<file path="config.mk">
export PLATFORM = sky130hd
export DESIGN_NAME = rbch_nearest
export DESIGN_NICKNAME = d
export VERILOG_FILES = /design/src/rtl/rbch_pkg.sv /design/src/rtl/rbch_nearest.sv
export SDC_FILE = /design/constraint.sdc
export NUM_CORES = 1
export LEC_CHECK = 0
export BUFFER_PORTS_ARGS = -buffer_cell sky130_fd_sc_hd__buf_2
export CORE_MARGIN = 4
export CORE_UTILIZATION = 55
export DETAILED_ROUTE_END_ITERATION = 12
export GPL_ROUTABILITY_DRIVEN = 0
export MAX_ROUTING_LAYER = met4
export PLACE_DENSITY = 0.93
export SLEW_MARGIN = 20
export SYNTH_ARGS = -nofsm -noshare
export SYNTH_HDL_FRONTEND = slang
export SYNTH_SLANG_ARGS = --single-unit
</file>
<file path="constraint.sdc">
create_clock -name aclk -period 7.5 [get_ports aclk]
set_clock_uncertainty 0.1 [all_clocks]
set_input_delay 1.125 -clock aclk [delete_from_list [all_inputs] [get_ports aclk]]
set_output_delay 1.125 -clock aclk [all_outputs]
set_load 0.005 [all_outputs]
</file>
<file path="src/rtl/rbch_pkg.sv">
// Shared types, register map and fixed-point helpers for the ray/box closest-hit block.
package rbch_pkg;

    localparam int CFG_ADDR_W = 5;
    localparam int CFG_DATA_W = 32;
    localparam int FRAC_BITS  = 16;
    localparam int ID_W       = 16;
    localparam int DIST_W     = 31;
    localparam int SIZE_W     = 31;
    localparam int S_TDATA_W  = 208;
    localparam int M_TDATA_W  = 48;

    typedef logic signed [31:0] q16_t;

    typedef enum logic [2:0] {
        REG_ORIGIN_X     = 3'd0,
        REG_ORIGIN_Y     = 3'd1,
        REG_ORIGIN_Z     = 3'd2,
        REG_RECIP_X      = 3'd3,
        REG_RECIP_Y      = 3'd4,
        REG_RECIP_Z      = 3'd5,
        REG_MAX_DISTANCE = 3'd6
    } reg_idx_t;

    localparam q16_t               ORIGIN_RESET = 32'sd0;
    localparam q16_t               RECIP_RESET  = 32'sd65536;
    localparam logic [DIST_W-1:0]  MAX_DIST_RESET = 31'd65536000;

    typedef struct packed {
        q16_t [2:0]        origin;
        q16_t [2:0]        recip;
        logic [DIST_W-1:0] max_distance;
    } cfg_t;

    // Box on its way from the input register to the nearest-hit tracker.
    typedef struct packed {
        logic            valid;
        logic            last;
        q16_t            tmin;
        q16_t            tmax;
        logic [ID_W-1:0] id;
    } cand_t;

    function automatic q16_t sat33(input logic signed [32:0] v);
        q16_t r;
        if (v[32] == v[31]) begin
            r = v[31:0];
        end else if (v[32]) begin
            r = 32'sh8000_0000;
        end else begin
            r = 32'sh7FFF_FFFF;
        end
        return r;
    endfunction

    // (corner - origin) * recip, divided by 2^16 toward zero, saturated.
    function automatic q16_t slab_t(input q16_t corner, input q16_t org, input q16_t recip);
        q16_t               d;
        logic signed [63:0] p;
        logic signed [63:0] biased;
        logic signed [47:0] q;
        q16_t               r;
        d      = sat33(33'(corner) - 33'(org));
        p      = 64'(d) * 64'(recip);
        biased = p + (p[63] ? 64'sd65535 : 64'sd0);
        q      = biased[63:FRAC_BITS];
        if (q[47:31] == {17{q[47]}}) begin
            r = q[31:0];
        end else if (q[47]) begin
            r = 32'sh8000_0000;
        end else begin
            r = 32'sh7FFF_FFFF;
        end
        return r;
    endfunction

endpackage

</file>
<file path="src/rtl/rbch_nearest.sv">
// Running nearest-hit tracker per scan, with the result register on the output stream.
module rbch_nearest (
    input  logic                            aclk,
    input  logic                            aresetn,
    input  rbch_pkg::cand_t                 cand,
    input  logic [rbch_pkg::DIST_W-1:0]     max_distance,
    output logic                            cand_ready,
    output logic                            res_valid,
    input  logic                            res_ready,
    output logic [rbch_pkg::ID_W-1:0]       res_id,
    output logic [rbch_pkg::DIST_W-1:0]     res_distance,
    output logic                            res_hit
);
    import rbch_pkg::*;

    logic              scan_open_reg;
    logic [DIST_W-1:0] best_dist_reg;
    logic [ID_W-1:0]   best_id_reg;
    logic              hit_reg;
    logic              res_valid_reg;
    logic [ID_W-1:0]   res_id_reg;
    logic [DIST_W-1:0] res_dist_reg;
    logic              res_hit_reg;

    logic [DIST_W-1:0] base_dist;
    logic [ID_W-1:0]   base_id;
    logic              base_hit;
    logic              take;
    logic              step;
    logic [DIST_W-1:0] best_dist_next;
    logic [ID_W-1:0]   best_id_next;
    logic              hit_next;

    // Hold a last box while the previous result is still waiting.
    assign cand_ready = !(cand.last && res_valid_reg && !res_ready);
    assign step       = cand.valid && cand_ready;

    // A closed scan restarts from the current distance limit.
    assign base_dist = scan_open_reg ? best_dist_reg : max_distance;
    assign base_id   = scan_open_reg ? best_id_reg : '0;
    assign base_hit  = scan_open_reg && hit_reg;

    assign take = (cand.tmax >= cand.tmin) && (cand.tmax > 32'sd0) && (cand.tmin > 32'sd0)
               && (cand.tmin < $signed({1'b0, base_dist}));

    assign best_dist_next = take ? cand.tmin[DIST_W-1:0] : base_dist;
    assign best_id_next   = take ? cand.id : base_id;
    assign hit_next       = take || base_hit;

    always_ff @(posedge aclk) begin
        if (!aresetn) begin
            scan_open_reg <= 1'b0;
            res_valid_reg <= 1'b0;
        end else begin
            if (step) begin
                scan_open_reg <= !cand.last;
            end
            if (step && cand.last) begin
                res_valid_reg <= 1'b1;
            end else if (res_ready) begin
                res_valid_reg <= 1'b0;
            end
        end
    end

    always_ff @(posedge aclk) begin
        if (step) begin
            best_dist_reg <= best_dist_next;
            best_id_reg   <= best_id_next;
            hit_reg       <= hit_next;
            if (cand.last) begin
                res_dist_reg <= best_dist_next;
                res_id_reg   <= best_id_next;
                res_hit_reg  <= hit_next;
            end
        end
    end

    assign res_valid    = res_valid_reg;
    assign res_id       = res_id_reg;
    assign res_distance = res_dist_reg;
    assign res_hit      = res_hit_reg;

endmodule

</file>
# Word level (Yosys, flattened, before mapping)
# Index checks and enable logic that the tools add are counted.
[totals] ff_bits=98 inputBits=116 out_inout_bits=50
[classes] magnitude_cmp=4 mux=6 n_reduce_logical=14
[ops] op="$gt 32x1->1 const B" n=2
[ops] op="$mux 31" n=2
[ops] op="$ge 32x32->1" n=1
[ops] op="$lt 32x32->1" n=1
[ops] op="$mux 16" n=2
[ops] op="$logic_and 1x1->1" n=8
[ops] op="$logic_not 1->1" n=3
[ops] op="$mux 1" n=2
[ops] op="$reduce_and 2->1" n=1
[ops] op="$reduce_bool 2->1" n=1
[ops] op="$logic_or 1x1->1" n=1

# Longest topological paths before layout
[logic_depth] word_depth=6 depth_mapped=13

# Least setup slack after synthesis
# Ideal clock, no wire load.
[synth_timing] kind="input to register" from="input res_ready" to="register res_dist_reg[0], in the netlist res_distance[0] (enable)" setup_ns=0.402 arrival_time_ns=3.681 path_slack_ns=3.316 path_stages=4 path_buffers=0 path_cell_list="nand3b_1 and2_1 nand2_1 inv_1"
[synth_via] elab_chain_cells=5
[synth_rtl] item="start: declaration" line="rbch_nearest.sv:9" text="input logic res_ready,"
[synth_rtl] item="$logic_not 1->1" line="rbch_nearest.sv:35" text="assign cand_ready = !(cand.last && res_valid_reg && !res_ready);"
[synth_rtl] item="$logic_and 1x1->1" line="rbch_nearest.sv:35"
[synth_rtl] item="$logic_not 1->1" line="rbch_nearest.sv:35"
[synth_rtl] item="$logic_and 1x1->1" line="rbch_nearest.sv:36" text="assign step = cand.valid && cand_ready;"
[synth_rtl] item="via step" line="rbch_nearest.sv:29" text="logic step;"
[synth_rtl] item="$reduce_and 2->1 (no line)"
[synth_rtl] item="end signal: assignment" line="rbch_nearest.sv:72" text="res_dist_reg <= best_dist_next;"
[synth_rtl] item="end: declaration" line="rbch_nearest.sv:22" text="logic [DIST_W-1:0] res_dist_reg;"
# The timed path passes the listed nets, and every way through them passes these cells.
# A chain may end at the register's enable or synchronous reset.

# Worst setup path in the final report
[layout_timing] from="register scan_open_reg" to="register res_dist_reg[10], in the netlist res_distance[10] (data pin)"
[layout_via] elab_chain_cells=4
[layout_rtl] item="start: declaration" line="rbch_nearest.sv:16" text="logic scan_open_reg;"
[layout_rtl] item="start signal: assignment" line="rbch_nearest.sv:56" text="scan_open_reg <= !cand.last;"
[layout_rtl] item="$mux 31 *" line="rbch_nearest.sv:39" text="assign base_dist = scan_open_reg ? best_dist_reg : max_distance;"
[layout_rtl] item="$lt 32x32->1" line="rbch_nearest.sv:44" text="&& (cand.tmin < $signed({1'b0, base_dist}));"
[layout_rtl] item="$logic_and 1x1->1" line="rbch_nearest.sv:44"
[layout_rtl] item="$mux 31 *" line="rbch_nearest.sv:46" text="assign best_dist_next = take ? cand.tmin[DIST_W-1:0] : base_dist;"
[layout_rtl] item="via best_dist_next[10]" line="rbch_nearest.sv:30" text="logic [DIST_W-1:0] best_dist_next;"
# The timed path passes the listed nets; every way through them passes the cells marked *.

==> impl_metrics.csv <==
group,metric,value,unit
status,status,"completed",
clock_network,cts_tree,"yes",
worst_setup_path,worst_r2r_endpoint,"res_distance[10]",
floorplan,num_rows,36,
timing,finalCritPeriodShare,0.565,
routing,routedWlPerCell,18.6,microns
cells_and_area,layoutNonFillerInstCount,746,
synth,synth_top_area_share,0.522,
grt,grt_overflow_total,0,
power,irDropWorstVdd,0.100,mV
synth,synth_compound_area_frac,0.0637,
cells_and_area,final_cell_mix,"buf_2 (165), edfxtp_1 (96), mux2i_1 (78), ha_1 (62), inv_1 (49)",
synth,syn_area_per_cell,12.6,sq um
floorplan,start_util,0.565,
floorplan,die_x,108,microns
clock_network,cts_resized,0,
place,dp_hpwl,10600,microns
place,portBuffers,165,
place,dpl.cell_count,728,
worst_setup_path,cpPeakStageDelay,0.78,ns
routing,vias,4215,
hold_path,holdPathStages,2,
grt,grt_max_degree,51,
timing,whs,0.412,ns
timing,maxClockFrequency,236,MHz
synth,ys_ff_latch,98,
timing,tightest_slew,0.902,ns
timing,finalSetupTns,0,ns
power,p_total,1.23,mW
routing,dr.pass1.iters,4,
routing,wl,13900,microns
job,drv_cap,0,
timing,drv_slew,0,
worst_setup_path,r2r_start,"scan_open_reg",
routing,post_drt_via_cell_ratio,5.65,
worst_setup_path,critPathLaunchType,"flip-flop",
clock_network,insertion_delay,0.37,ns
power,leakage,3.24,nW
floorplan,core,9770,sq um
power,p_per_area,185,nW/um^2
routing,drtIter0Drc,217,
timing,setup_viol,0,
timing,grt_setup_unrepaired,"false",
cells_and_area,final_common_cell,"buf_2",
synth,yosysSeqAreaShare,0.530,
synth,yosysWarnings,0,
clock_network,clockBufferDepth,2,
worst_setup_path,required,7.48,ns
synth,synth_area_leaders,"edfxtp_1 (52%), mux2i_1 (14%), ha_1 (14%), inv_1 (3.4%), nand2_1 (2.1%)",
grt,grt_pass1_wl,21400,microns
clock_network,cts-htree-levels,3,
clock_network,post_cts_buffers,0,
synth,syn_nets,616,
grt,first_global_vias,4400,
hold_path,hold_end,"res_valid",
synth,synthXorXnorAreaFrac,0,
synth,muxShareOfSynthArea,0.144,
synth,synth.cell_area,5520,sq um
floorplan,io_pins,166,
worst_setup_path,critPathArrivalTime,4.21,ns
worst_setup_path,crit_fanout,48,
worst_setup_path,regToRegSetupSlack,3.27,ns
synth,synth-adder-area-share,0.141,
synth,synth_ff_type,"edfxtp_1",
worst_setup_path,crit_type,"reg -> reg",
grt,grt.total_usage,0.246,
clock_network,holdBufCountCts,0,
hold_path,hold_path_class,"reg -> reg",
worst_setup_path,end_kind,"flip-flop",
worst_setup_path,reg2reg_depth,10,
synth,async_flop_share,0,
hold_path,min-delay-start,"res_valid",
cells_and_area,drive_above_1_share,0.308,
synth,synth_top_family_by_area,"multiplexers",
synth,yosysTopAreaCell,"edfxtp_1",
floorplan,dieHeight,108,microns
worst_setup_path,crit_chain,"buf_4 -> mux2i_1 -> ha_1 -> a21o_1 -> a2111oi_0 -> a211oi_1 -> o2111ai_1 -> o211ai_1 -> buf_4 -> mux2i_1",
grt,grt_antenna_before_repair,2,
cells_and_area,nets,784,
synth,synth-simple-area-share,0.0773,
synth,synth_edf_count,96,
timing,hold_viol_final,0,
floorplan,die-area,11700,sq um
routing,drc,0,
clock_network,root_buffer,"clkbuf_8",
clock_network,clk_pin_slew,0.10,ns
cells_and_area,area_growth,20.7,%
timing,relSlewSlack,0.398,
timing,period_needed,4.23,ns
cells_and_area,fill_cells,737,
clock_network,clock_sinks,98,
clock_network,numCtsBuffers,9,
routing,ant_nets,0,
synth,synth_cell_types,37,
worst_setup_path,slowest_stage,"dfxtp_2",
synth,synth_cells,438,
## worst max-delay path by stage
stage	startpoint	endpoint	slack [ns]
CTS	scan_open_reg	best_id_reg[14]	3.28
finish	scan_open_reg	res_distance[10]	3.27
global route	scan_open_reg	res_distance[10]	2.93
global placement	cand[79]	res_distance[15]	3.44
floorplan	res_ready	res_distance[0]	3.32
detailed placement	scan_open_reg	best_id_reg[14]	3.33
## layout make-up
| type | instances | area, sq um | share of cell area |
|---|---|---|---|
| diodes | 2 | 5.00 | 0.000751 |
| clock buffers | 9 | 124 | 0.0186 |
| clock inverters | 7 | 58.8 | 0.00883 |
| inverters | 50 | 189 | 0.0284 |
| multi-input cells | 279 | 2350 | 0.352 |
| flip-flops and latches | 98 | 2920 | 0.439 |
| well taps | 133 | 166 | 0.0250 |
| repair buffers | 168 | 848 | 0.127 |
## report_power, final
part | switching (mW) | internal, mW | total (mW)
combinational | 0.131 | 0.102 | 0.234
clock | 0.203 | 0.127 | 0.329
sequential | 0.0149 | 0.656 | 0.671
## synth_stat cells (3+ instances only)
cell,number
inv_1,50
ha_1,62
o21ai_0,12
mux2i_1,78
nor4_1,15
and4_1,4
nand3_1,3
clkbuf_1,3
a21o_1,4
a21oi_1,22
nor2_1,7
a2111oi_0,3
nand2_1,31
nand4_1,11
buf_1,3
edfxtp_1,96
## critical path: cells and delay by family (launching register included)
kind | cells | cell delay [ns]
muxes | 2 | 0.55
DFF | 1 | 0.78
AOI/OAI and AO/OA | 5 | 1.27
adders and majority gates | 1 | 0.29
buffers and inverters | 2 | 0.86
## routing by layer
layer  global-route usage  up-vias  wire length, microns
li1                     -     2004                     -
met1                0.308     1965                  5800
met2                0.400      205                  6650
met3               0.0448       41                  1030
met4               0.0965        0                   422
met5                    -        -                     0
## logic make-up after synthesis
kind of cell,count (synthesis)
flip-flops,98
AND/OR/NAND/NOR,82
multiplexers,79
adder cells (fa/ha/maj),62
buffers and inverters,61
AO/OA/AOI/OAI,56
## through the flow
step                      area, sq um  utilization  setup slack, ns
after floorplan                  5520            -             3.32
after CTS                        6660        0.681             3.28
after global placement           6470        0.662             3.44
after detailed placement         6470        0.662             3.33
after global routing             6660        0.682             2.93
final                            6660        0.682             3.27
Note: power is estimated with default switching activity, not from simulation.
