--- src/rtl/rbch_pkg.sv ---
// Shared types, register map and fixed-point helpers for the ray/box closest-hit block.
package rbch_pkg;

    localparam int CFG_ADDR_W = 5;
    localparam int CFG_DATA_W = 32;
    localparam int FRAC_BITS  = 16;
    localparam int ID_W       = 16;
    localparam int DIST_W     = 31;
    localparam int SIZE_W     = 31;
    localparam int S_TDATA_W  = 208;
    localparam int M_TDATA_W  = 48;

    typedef logic signed [31:0] q16_t;

    typedef enum logic [2:0] {
        REG_ORIGIN_X     = 3'd0,
        REG_ORIGIN_Y     = 3'd1,
        REG_ORIGIN_Z     = 3'd2,
        REG_RECIP_X      = 3'd3,
        REG_RECIP_Y      = 3'd4,
        REG_RECIP_Z      = 3'd5,
        REG_MAX_DISTANCE = 3'd6
    } reg_idx_t;

    localparam q16_t               ORIGIN_RESET = 32'sd0;
    localparam q16_t               RECIP_RESET  = 32'sd65536;
    localparam logic [DIST_W-1:0]  MAX_DIST_RESET = 31'd65536000;

    typedef struct packed {
        q16_t [2:0]        origin;
        q16_t [2:0]        recip;
        logic [DIST_W-1:0] max_distance;
    } cfg_t;

    // Box on its way from the input register to the nearest-hit tracker.
    typedef struct packed {
        logic            valid;
        logic            last;
        q16_t            tmin;
        q16_t            tmax;
        logic [ID_W-1:0] id;
    } cand_t;

    function automatic q16_t sat33(input logic signed [32:0] v);
        q16_t r;
        if (v[32] == v[31]) begin
            r = v[31:0];
        end else if (v[32]) begin
            r = 32'sh8000_0000;
        end else begin
            r = 32'sh7FFF_FFFF;
        end
        return r;
    endfunction

    // (corner - origin) * recip, divided by 2^16 toward zero, saturated.
    function automatic q16_t slab_t(input q16_t corner, input q16_t org, input q16_t recip);
        q16_t               d;
        logic signed [63:0] p;
        logic signed [63:0] biased;
        logic signed [47:0] q;
        q16_t               r;
        d      = sat33(33'(corner) - 33'(org));
        p      = 64'(d) * 64'(recip);
        biased = p + (p[63] ? 64'sd65535 : 64'sd0);
        q      = biased[63:FRAC_BITS];
        if (q[47:31] == {17{q[47]}}) begin
            r = q[31:0];
        end else if (q[47]) begin
            r = 32'sh8000_0000;
        end else begin
            r = 32'sh7FFF_FFFF;
        end
        return r;
    endfunction

endpackage

--- src/rtl/rbch_cfg_regs.sv ---
// APB register bank holding the ray origin, reciprocal direction and maximum distance.
module rbch_cfg_regs (
    input  logic                             aclk,
    input  logic                             aresetn,
    input  logic                             psel,
    input  logic                             penable,
    input  logic                             pwrite,
    input  logic [rbch_pkg::CFG_ADDR_W-1:0]  paddr,
    input  logic [rbch_pkg::CFG_DATA_W-1:0]  pwdata,
    output logic [rbch_pkg::CFG_DATA_W-1:0]  prdata,
    output logic                             pready,
    output rbch_pkg::cfg_t                   cfg
);
    import rbch_pkg::*;

    cfg_t     cfg_reg;
    reg_idx_t idx;
    logic     wr_en;

    assign pready = 1'b1;
    assign idx    = reg_idx_t'(paddr[4:2]);
    assign wr_en  = psel && penable && pwrite && pready;
    assign cfg    = cfg_reg;

    always_ff @(posedge aclk) begin
        if (!aresetn) begin
            cfg_reg.origin       <= {3{ORIGIN_RESET}};
            cfg_reg.recip        <= {3{RECIP_RESET}};
            cfg_reg.max_distance <= MAX_DIST_RESET;
        end else if (wr_en) begin
            unique case (idx)
                REG_ORIGIN_X:     cfg_reg.origin[0]    <= pwdata;
                REG_ORIGIN_Y:     cfg_reg.origin[1]    <= pwdata;
                REG_ORIGIN_Z:     cfg_reg.origin[2]    <= pwdata;
                REG_RECIP_X:      cfg_reg.recip[0]     <= pwdata;
                REG_RECIP_Y:      cfg_reg.recip[1]     <= pwdata;
                REG_RECIP_Z:      cfg_reg.recip[2]     <= pwdata;
                REG_MAX_DISTANCE: cfg_reg.max_distance <= pwdata[DIST_W-1:0];
                default: ;
            endcase
        end
    end

    always_comb begin
        unique case (idx)
            REG_ORIGIN_X:     prdata = cfg_reg.origin[0];
            REG_ORIGIN_Y:     prdata = cfg_reg.origin[1];
            REG_ORIGIN_Z:     prdata = cfg_reg.origin[2];
            REG_RECIP_X:      prdata = cfg_reg.recip[0];
            REG_RECIP_Y:      prdata = cfg_reg.recip[1];
            REG_RECIP_Z:      prdata = cfg_reg.recip[2];
            REG_MAX_DISTANCE: prdata = {1'b0, cfg_reg.max_distance};
            default:          prdata = '0;
        endcase
    end

endmodule

--- config.mk ---
export PLATFORM = sky130hd
export DESIGN_NAME = rbch_cfg_regs
export DESIGN_NICKNAME = d
export VERILOG_FILES = /design/src/rtl/rbch_pkg.sv /design/src/rtl/rbch_cfg_regs.sv
export SDC_FILE = /design/constraint.sdc
export NUM_CORES = 1
export LEC_CHECK = 0
export BUFFER_PORTS_ARGS = -buffer_cell sky130_fd_sc_hd__buf_2
export CELL_PAD_IN_SITES_DETAIL_PLACEMENT = 1
export CELL_PAD_IN_SITES_GLOBAL_PLACEMENT = 1
export CORE_MARGIN = 2
export CORE_UTILIZATION = 40
export CTS_BUF_LIST = sky130_fd_sc_hd__clkbuf_8
export CTS_CLUSTER_DIAMETER = 40
export DETAILED_ROUTE_END_ITERATION = 6
export PLACE_DENSITY_LB_ADDON = 0.1
export SLEW_MARGIN = 10
export SYNTH_ARGS = -nofsm -noshare
export SYNTH_HDL_FRONTEND = slang
export SYNTH_SLANG_ARGS = --single-unit
export TNS_END_PERCENT = 5
--- constraint.sdc ---
create_clock -name aclk -period 2.25 [get_ports aclk]
set_input_delay 0.45 -clock aclk [delete_from_list [all_inputs] [get_ports aclk]]
set_output_delay 0.45 -clock aclk [all_outputs]
set_load 0.01 [all_outputs]
== Word-level counts from Yosys, hierarchy flattened ==
Cells that the tools add are included.

* Register bits after elaboration: 223
* Bits in latches: 0
* Memory bits (writable): 0
* Bits in read-only memories: 0
* Input port bits: 42
* Word-level logic and storage cells: 24
* Memories: 0

* $add $sub $neg: 0
* $mul: 0
* Divide/modulo/power cells: 0
* $lt $le $gt $ge: 0
* Equal/unequal tests: 6
* Shift-type cells: 0
* Muxes and demuxes: 1
* Bitwise logic cells: 0
* Reductions and logical operators: 10

{| class="wikitable"
|+ Operators with widths
! cell !! number
|-
| $pmux W32 S7 || 1
|-
| $reduce_and A2 Y1 || 7
|-
| $eq A3 B3 Y1 const B || 3
|-
| $eq A3 B2 Y1 const B || 2
|-
| $eq A3 B1 Y1 const B || 1
|-
| $logic_not A3 Y1 || 1
|-
| $logic_and A1 B1 Y1 || 2
|}

== Logic depth before layout (Yosys ltp) ==
Gate-level depths: netlist of the first run.

* Depth in word-level cells: 3
* Depth in mapped cells: 6

== Least setup slack after synthesis of the first run ==
No wires, ideal clock.

* Path type: input-to-output
* From: input port paddr[3] in the netlist's numbering
* To: output port prdata[0] in the netlist's numbering
* Arrival time: 1.572 ns
* Required time: 1.800 ns
* Setup slack: 0.228 ns
* Stages: 5
* Buffers on the path: 2
* Cell sequence: buf_2 -> buf_2 -> mux2_2 -> a222oi_1 -> o211ai_1

* Word-level cells in the longest chain between the ends: 2
* Elaborated cells on any way between the ends: 8

{| class="wikitable"
|+ Ends and longest elaborated chain
! item !! RTL line !! text
|-
| start, declared || rbch_cfg_regs.sv:8 || <nowiki>input logic [rbch_pkg::CFG_ADDR_W-1:0] paddr,</nowiki>
|-
| $eq A3 B3 Y1 (tied with other cells) || rbch_cfg_regs.sv:45 || <nowiki>unique case (idx)</nowiki>
|-
| $pmux W32 S7 * || rbch_cfg_regs.sv:45 ||
|-
| end, declared || rbch_cfg_regs.sv:10 || <nowiki>output logic [rbch_pkg::CFG_DATA_W-1:0] prdata,</nowiki>
|}

Mark *: on every way between the ends. The rest lies on a longest branch, timed or not.

== Worst setup path in the final report of the first run ==
* From: input port paddr[2] in the netlist's numbering
* To: output port prdata[20] in the netlist's numbering

The elaborated chain is that of the path after synthesis.

==> impl_metrics.env, run 1 <==
export IMPL_layout_drive_gt1_share=0.359
export IMPL_cp_start_kind="input pin"
export IMPL_cts_sinks=223
export IMPL_core_um2=24200
export IMPL_period_share=0.981
export IMPL_yosysUniqueCellTypes=32
export IMPL_max_vdd_ir_drop_v=0.000545
export IMPL_fin_area_um2=13200
export IMPL_synth_edf_count=0
export IMPL_met3_length_mm=2.34
export IMPL_hpwl_mm=24.4
export IMPL_seq_power_share=0.449
export IMPL_pre_cts_ws_ns=-0.117
export IMPL_clk_path_buf_depth=3
export IMPL_num_rows=57
export IMPL_grt_max_degree=51
export IMPL_hold_viol_final=0
export IMPL_required_ns=1.80
export IMPL_avgViaCountPerCell=5.26
export IMPL_tightest_slew_ns=0.897
export IMPL_initial_utilization=0.405
export IMPL_switching_share=0.248
export IMPL_yosysSeqAreaShare=0.454
export IMPL_cp_end_kind="output port"
export IMPL_dieArea_um2=25800
export IMPL_ys_flop_type="dfxtp_1"
export IMPL_hold_ws_ns=0.244
export IMPL_nets=1363
export IMPL_grt_pass1_wl_mm=53.6
export IMPL_clkLatencyLatePin_ns=0.53
export IMPL_status="finished, final reports clean"
export IMPL_path_clk_slew_ns=0.06
export IMPL_grt_remaining_overflow=0
export IMPL_area_growth_pct=34.8
export IMPL_die_h_um=161
export IMPL_ctsRootBufferMaster="clkbuf_8"
export IMPL_synthTopCellsByArea="dfxtp_1 (45%), mux2i_1 (30%), nand2_1 (9.4%)"
export IMPL_yosysTopAreaCell="dfxtp_1"
export IMPL_r2r_cells=2
export IMPL_combPwrFrac=0.083
export IMPL_via_count=8818
export IMPL_gp_congestion=0.805
export IMPL_switchingPower_uw=2210
export IMPL_die_width_um=161
export IMPL_antenna_found_initial=1
export IMPL_grt_setup_unrepaired="yes"
export IMPL_setup_viol=0
export IMPL_synth_fp_nets=1031
export IMPL_routedWlPerCell_um=21.2
export IMPL_path_class="input pin to output port"
export IMPL_synthArstFlopShare=0
export IMPL_powerDensity_nw_per_um2=673
export IMPL_grtUsageTotal=0.266
export IMPL_yosysMostFrequentCell="mux2i_1"
export IMPL_dpl_cell_area_um2=12200
export IMPL_grt_pass1_vias=9031
export IMPL_whs_path_depth=3
export IMPL_p_clk_frac=0.468
export IMPL_fin_worst_skew_ns=0
export IMPL_initialDrtViolationCount=426
export IMPL_finalMaxSlewViolations=0
export IMPL_cts_tree="yes"
export IMPL_drtPass1Iterations=5
export IMPL_finalCriticalPeriod_ns=2.21
export IMPL_routed_wl_mm=35.5
export IMPL_largest_register_ffs=223
export IMPL_drt_drc_violations_left=0
export IMPL_cp_max_fo=9
export IMPL_wl_met2_mm=17.2
export IMPL_topRoutingLayerUsed="met5"
export IMPL_p_leak_uw=0.00594
export IMPL_ant_nets=0
export IMPL_p_int_uw=6710
export IMPL_yosys_warnings=0
export IMPL_cap_violations=0
export IMPL_crit_arrival_ns=1.76
export IMPL_nFillCells=2860
export IMPL_avgSynthCellArea_um2=9.93
export IMPL_timing_fmax_mhz=453
export IMPL_io_buffers=294
export IMPL_netlist_top_cells_count="mux2i_1 (292), nand2_1 (247), dfxtp_1 (223), clkbuf_1 (44), inv_1 (28)"
export IMPL_syn_inst=989
export IMPL_setup_ws_ns=0.0422
export IMPL_cts_buffers=43
export IMPL_max_slew_margin_rel=0.400
export IMPL_h_tree_depth=2
export IMPL_worstHoldPathType="input pin to register"
export IMPL_synth_top_area_frac=0.454
export IMPL_setup_tns_ns=0
export IMPL_met1Wirelength_mm=15.2
export IMPL_synth_seq_cells=223
export IMPL_io_pin_count=298
export IMPL_mappedNetlistArea_um2=9820
export IMPL_p_total_uw=8920
-- path summary, 6_finish.rpt --
path | startpoint | end | slack (ns)
setup / recovery | paddr[2] | prdata[20] | 0.04
hold / removal | pwdata[23] | cfg[23] | 0.24
setup reg to reg | cfg[122] | cfg[122] | 1.56
hold reg to reg | cfg[28] | cfg[28] | 0.47
-- logic make-up (layout without fill, tap and decap cells) --
logic type | Yosys count | in the layout | synth area share
compound gates | 75 | 75 | 0.0698
buf+inv | 109 | 468 | 0.0476
flops | 223 | 223 | 0.454
mux | 303 | 303 | 0.311
other cells | 1 | 3 | 0.000382
simple gates | 278 | 280 | 0.117
-- cell type report --
class	instances	area, um2	area share
well taps	324	405	0.0306
diodes	2	5.00	0.000378
inverters	28	105	0.00794
repair buffers	366	2360	0.179
multi-input cells	659	5000	0.377
clock buffers	55	757	0.0572
flip-flops and latches	223	4460	0.337
clock inverters	19	145	0.0110
-- stage by stage --
stage / utilization / cells
floorplan: - / 989
global placement: 0.503 / 1593
detailed placement: 0.503 / 1593
CTS: 0.542 / 1669
global route: 0.546 / 1674
finish: 0.546 / 1676
-- worst max-delay path, cell delays in order --
cell	delay, ns
buf_12	0.11
buf_8	0.12
buf_4	0.17
buf_4	0.16
or2_4	0.32
o211ai_1	0.25
buf_2	0.17
-- placed cells by master, fill, tap and decap left out, drive strengths merged, types with 10 or more instances in the layout --
cell type,Yosys,final
buf,37,366
mux2i,292,292
nand2,247,247
dfxtp,223,223
clkbuf,44,55
inv,28,35
o221a,21,21
a221oi,21,21
mux2,10,10
-- power by group through the flow --
stage               sequential, uW  combinational (uW)  clock [uW]
global placement              4090                 704           0
global route                  4010                 784        4480
detailed placement            4090                 709           0
finish                        4010                 737        4170
CTS                           4010                 725        4260
floorplan                     4100                 357           0
-- per-layer routing --
| layer | track usage | vias to the layer above |
|---|---|---|
| met2 | 0.453 | 286 |
| li1 | - | 4136 |
| met5 | 0 | - |
| met4 | 0.0771 | 2 |
| met3 | 0.0617 | 57 |
| met1 | 0.339 | 4337 |
-- timing repair --
action,CTS,global route
pin swaps,9,4
setup endpoints to repair,25,22
hold buffers,0,0
resized for setup,7,15
gates cloned,2,0
setup buffers,0,5
No activity file was read; power rests on OpenSTA's default activity.
==> run 2: changes to the inputs <==
--- a/config.mk
+++ b/config.mk
@@ -13,7 +13,7 @@
 export CTS_BUF_LIST = sky130_fd_sc_hd__clkbuf_8
 export CTS_CLUSTER_DIAMETER = 40
 export DETAILED_ROUTE_END_ITERATION = 6
-export PLACE_DENSITY_LB_ADDON = 0.1
+export PLACE_DENSITY = 0.85
 export SLEW_MARGIN = 10
 export SYNTH_ARGS = -nofsm -noshare
 export SYNTH_HDL_FRONTEND = slang
==> impl_metrics.env, run 2 (synthesis results as in run 1) <==
export IMPL_dp_cells=1588
export IMPL_path_buf_inv=4
export IMPL_cp_slowest_cell="a222oi_1"
export IMPL_hold_viol_final=0
export IMPL_die_h_um=161
export IMPL_grt_remaining_overflow=0
export IMPL_via_count=9124
export IMPL_clkLatencyLatePin_ns=0.52
export IMPL_fin_util=0.543
export IMPL_cp_start_kind="input pin"
export IMPL_gp_congestion=0.820
export IMPL_finalCriticalPeriod_ns=2.23
export IMPL_dieArea_um2=25800
export IMPL_max_vdd_ir_drop_v=0.000466
export IMPL_clk_path_buf_depth=3
export IMPL_cp_depth=7
export IMPL_mostFrequentLayoutCells="mux2i_1 (292), buf_2 (291), nand2_1 (247)"
export IMPL_hpwl_mm=25.4
export IMPL_cts_sinks=223
export IMPL_p_leak_uw=0.00591
export IMPL_cpMostUsedCell="buf_12"
export IMPL_cp_max_fo=7
export IMPL_setup_viol=0
export IMPL_avgViaCountPerCell=5.45
export IMPL_status="finished, final reports clean"
export IMPL_drt_drc_violations_left=0
export IMPL_drtPass1Iterations=4
export IMPL_whs_path_depth=3
export IMPL_grt_setup_unrepaired="yes"
export IMPL_path_class="input pin to output port"
export IMPL_die_width_um=161
export IMPL_dpl_cell_area_um2=12100
export IMPL_routedWlPerCell_um=22.6
export IMPL_timing_fmax_mhz=448
export IMPL_cts_buffers=42
export IMPL_grtUsageTotal=0.280
export IMPL_num_rows=57
export IMPL_fin_cells=1674
export IMPL_core_um2=24200
export IMPL_path_clk_slew_ns=0.06
export IMPL_largest_register_ffs=223
export IMPL_layout_drive_gt1_share=0.361
export IMPL_cts_tree="yes"
export IMPL_finalMaxSlewViolations=0
export IMPL_grt_max_degree=50
export IMPL_crit_arrival_ns=1.78
export IMPL_ctsRootBufferMaster="clkbuf_8"
export IMPL_r2r_cells=2
export IMPL_nFillCells=2830
export IMPL_tightest_slew_ns=0.563
export IMPL_grt_pass1_vias=9541
export IMPL_layout_commonest_cell="mux2i_1"
export IMPL_ant_nets=0
export IMPL_required_ns=1.80
export IMPL_crit_path_cell_trace="buf_12 > buf_12 > and3b_2 > buf_6 > a222oi_1 > o211ai_1 > buf_2"
export IMPL_fin_worst_skew_ns=0
export IMPL_initialDrtViolationCount=617
export IMPL_worstHoldPathType="input pin to register"
export IMPL_cap_violations=0
export IMPL_grt_pass1_wl_mm=56.4
export IMPL_nets=1359
export IMPL_cts_hold_buf=0
export IMPL_fin_area_um2=13200
export IMPL_initial_utilization=0.405
export IMPL_slowest_delay_ns=0.36
export IMPL_setup_tns_ns=0
export IMPL_period_share=0.993
export IMPL_routed_wl_mm=37.8
export IMPL_io_pin_count=298
export IMPL_powerDensity_nw_per_um2=662
export IMPL_area_growth_pct=34.0
export IMPL_critPathTopFamily="buffers and inverters"
export IMPL_h_tree_depth=2
export IMPL_cp_end_kind="output port"
export IMPL_io_buffers=294
export IMPL_p_total_uw=8710
export IMPL_max_slew_margin_rel=0.624
export IMPL_antenna_found_initial=6
==> run 2: changes by cell type in the layout (fill, tap and decap cells not counted), moves of 4 or more <==
cell,before,now
buf_12,25,20
a221oi_1,18,14
a221oi_2,3,7
dfxtp_1,223,219
dfxtp_2,0,4
==> run 2: final timing paths <==
kind,to,slack [ns],from
max,prdata[13],0.02,paddr[3]
min,cfg[22],0.24,pwdata[22]
max reg2reg,cfg[12],1.52,cfg[12]
min reg2reg,cfg[14],0.47,cfg[14]
==> run 2: where the power goes <==
group          internal [uW]  switching (uW)  leakage [uW]
Sequential              3980            25.5       0.00180
Combinational            297             449       0.00364
Clock                   2200            1760      0.000470
==> run 2: area by class of cell <==
type                    count  area (um2)  share of cell area
diodes                      5        12.5            0.000951
clock buffers              52         716              0.0544
clock inverters            20         121             0.00922
inverters                  28         105             0.00799
multi-input cells         658        5020               0.382
flip-flops and latches    223        4470               0.340
well taps                 324         405              0.0308
repair buffers            364        2310               0.175
==> run 2: layer usage <==
layer,up-vias,global-route usage,share of wire
met2,379,0.472,0.48
met3,115,0.0728,0.069
met1,4509,0.330,0.41
met5,-,0,0
li1,4121,-,-
met4,0,0.144,0.043
==> run 2: what timing repair did <==
| action | CTS | global route |
|---|---|---|
| resized for setup | 1 | 25 |
| setup endpoints to repair | 15 | 22 |
| setup buffers | 0 | 6 |
| hold endpoints to repair | 0 | 0 |
| pin swaps | 0 | 7 |
| gates cloned | 1 | 2 |
==> run 2: worst min-delay path: cells and delay by family <==
family | cells | cell delay [ns]
buf+inv | 2 | 0.15
compound gates | 1 | 0.11
==> run 2: metrics by stage <==
stage | hold WS (ns) | setup WS [ns]
floorplan | 0.488 | 0.228
global placement | 0.453 | -0.0451
detailed placement | 0.464 | -0.0648
CTS | 0.201 | -0.0301
global route | 0.239 | -0.0322
finish | 0.240 | 0.0164
==> run 3: changes to the inputs <==
--- a/config.mk
+++ b/config.mk
@@ -10,10 +10,11 @@
 export CELL_PAD_IN_SITES_GLOBAL_PLACEMENT = 1
 export CORE_MARGIN = 2
 export CORE_UTILIZATION = 40
-export CTS_BUF_LIST = sky130_fd_sc_hd__clkbuf_8
+export CTS_BUF_LIST = sky130_fd_sc_hd__clkbuf_4
 export CTS_CLUSTER_DIAMETER = 40
 export DETAILED_ROUTE_END_ITERATION = 6
 export PLACE_DENSITY = 0.85
+export RECOVER_POWER = 50
 export SLEW_MARGIN = 10
 export SYNTH_ARGS = -nofsm -noshare
 export SYNTH_HDL_FRONTEND = slang
==> impl_metrics.env, run 3 (synthesis results as in run 1) <==
export IMPL_status="complete, but fails checks"
export IMPL_violations="negative setup slack"
export IMPL_finalCriticalPeriod_ns=2.40
export IMPL_p_total_uw=8220
export IMPL_timing_fmax_mhz=416
export IMPL_worstHoldPathType="input pin to register"
export IMPL_fin_worst_skew_ns=0
export IMPL_path_clk_slew_ns=0.07
export IMPL_area_growth_pct=30.5
export IMPL_grt_pass1_wl_mm=56.4
export IMPL_combPwrFrac=0.087
export IMPL_initial_utilization=0.405
export IMPL_nets=1366
export IMPL_cp_start_kind="register"
export IMPL_via_count=9100
export IMPL_powerDensity_nw_per_um2=641
export IMPL_pre_cts_ws_ns=-0.0648
export IMPL_grt_setup_unrepaired="yes"
export IMPL_hold_ws_ns=0.0840
export IMPL_mostFrequentLayoutCells="mux2i_1 (292), buf_2 (289), nand2_1 (247)"
export IMPL_p_int_uw=6070
export IMPL_gp_congestion=0.820
export IMPL_grt_pass1_vias=9793
export IMPL_switching_share=0.262
export IMPL_io_pin_count=298
export IMPL_cts_tree="yes"
export IMPL_drtPass1Iterations=5
export IMPL_cap_violations=0
export IMPL_crit_arrival_ns=1.95
export IMPL_cts_hold_buf=0
export IMPL_wl_met2_mm=17.9
export IMPL_h_tree_depth=2
export IMPL_required_ns=1.80
export IMPL_die_width_um=161
export IMPL_avgViaCountPerCell=5.39
export IMPL_cts_setup_buffers=0
export IMPL_routed_wl_mm=37.3
export IMPL_path_class="register to output port"
export IMPL_tightest_slew_ns=1.34
export IMPL_die_h_um=161
export IMPL_finalMaxSlewViolations=0
export IMPL_largest_register_ffs=223
export IMPL_drt_drc_violations_left=0
export IMPL_max_vdd_ir_drop_v=0.000370
export IMPL_cts_buffers=58
export IMPL_met1Wirelength_mm=15.2
export IMPL_initialDrtViolationCount=562
export IMPL_max_slew_margin_rel=0.105
export IMPL_antenna_found_initial=6
export IMPL_ctsRootBufferMaster="clkbuf_4"
export IMPL_num_rows=57
export IMPL_cts_sinks=223
export IMPL_p_clk_frac=0.426
export IMPL_layout_drive_gt1_share=0.406
export IMPL_grt_max_degree=50
export IMPL_grtUsageTotal=0.279
export IMPL_clk_path_buf_depth=3
export IMPL_switchingPower_uw=2150
export IMPL_setup_tns_ns=-1.15
export IMPL_topRoutingLayerUsed="met4"
export IMPL_setup_ws_ns=-0.153
export IMPL_io_buffers=294
export IMPL_dieArea_um2=25800
export IMPL_setup_viol=23
export IMPL_hpwl_mm=25.4
export IMPL_p_leak_uw=0.00575
export IMPL_cp_max_fo=3
export IMPL_ant_nets=0
export IMPL_cp_end_kind="output port"
export IMPL_nFillCells=2849
export IMPL_grt_remaining_overflow=0
export IMPL_core_um2=24200
export IMPL_layout_commonest_cell="mux2i_1"
export IMPL_clkLatencyLatePin_ns=0.64
export IMPL_met3_length_mm=2.51
export IMPL_hold_viol_final=0
export IMPL_period_share=1.07
export IMPL_routedWlPerCell_um=22.1
export IMPL_seq_power_share=0.487
## run 3: cell types whose count changed in the layout (fill, tap and decap cells not counted), moves of 52 or more
cell	change
clkbuf_4	+86
clkbuf_8	-52
dfxtp_1	-52
dfxtp_2	+52
## run 3: routing by layer
| layer | up-vias | GRT usage |
|---|---|---|
| met4 | 0 | 0.146 |
| met3 | 115 | 0.0744 |
| met2 | 359 | 0.475 |
| met1 | 4456 | 0.323 |
| li1 | 4170 | - |
| met5 | - | 0 |
## run 3: what timing repair did
item / 4_1_cts / 5_1_grt
resized for setup: 57 / 33
pin swaps: 4 / 7
setup endpoints to repair: 31 / 30
endpoints found under the hold margin: 0 / 0
## run 3: through the flow
stage	utilization	cell area [um2]	instances
4_1_cts	0.534	12900	1682
2_1_floorplan	-	9820	989
3_5_place_dp	0.498	12100	1588
5_1_grt	0.529	12800	1687
6_report	0.529	12800	1687
3_3_place_gp	0.498	12100	1588
## run 3: power by group through the flow
stage / Combinational, uW / Sequential, uW / Clock [uW]
after global placement: 677 / 4090 / 0
after CTS: 715 / 4000 / 3590
after global routing: 757 / 4000 / 3810
final: 714 / 4000 / 3500
after detailed placement: 690 / 4090 / 0
after floorplan: 357 / 4100 / 0
## run 3: area by class of cell
cell class	instances	area (um2)	area share
clock buffers	85	638	0.0498
well taps	324	405	0.0316
repair buffers	356	2020	0.158
clock inverters	9	65.1	0.00507
flip-flops and latches	223	4530	0.354
inverters	28	105	0.00820
multi-input cells	657	5040	0.393
diodes	5	12.5	0.000976
## run 3: worst max-delay path: stages, from the launching register on
cell	delay, ns
dfxtp_2	0.33
mux2_2	0.27
a222oi_1	0.26
o211ai_1	0.20
buf_2	0.19
## run 3: path summary, 6_finish.rpt
check / start / to / slack, ns / depth (start not counted)
worst max-delay path: cfg[20] / prdata[20] / -0.15 / 4
worst min-delay path: pwdata[22] / cfg[22] / 0.08 / 3
worst max register to register: cfg[21] / cfg[21] / 1.52 / 2
worst min register to register: cfg[49] / cfg[49] / 0.47 / 2
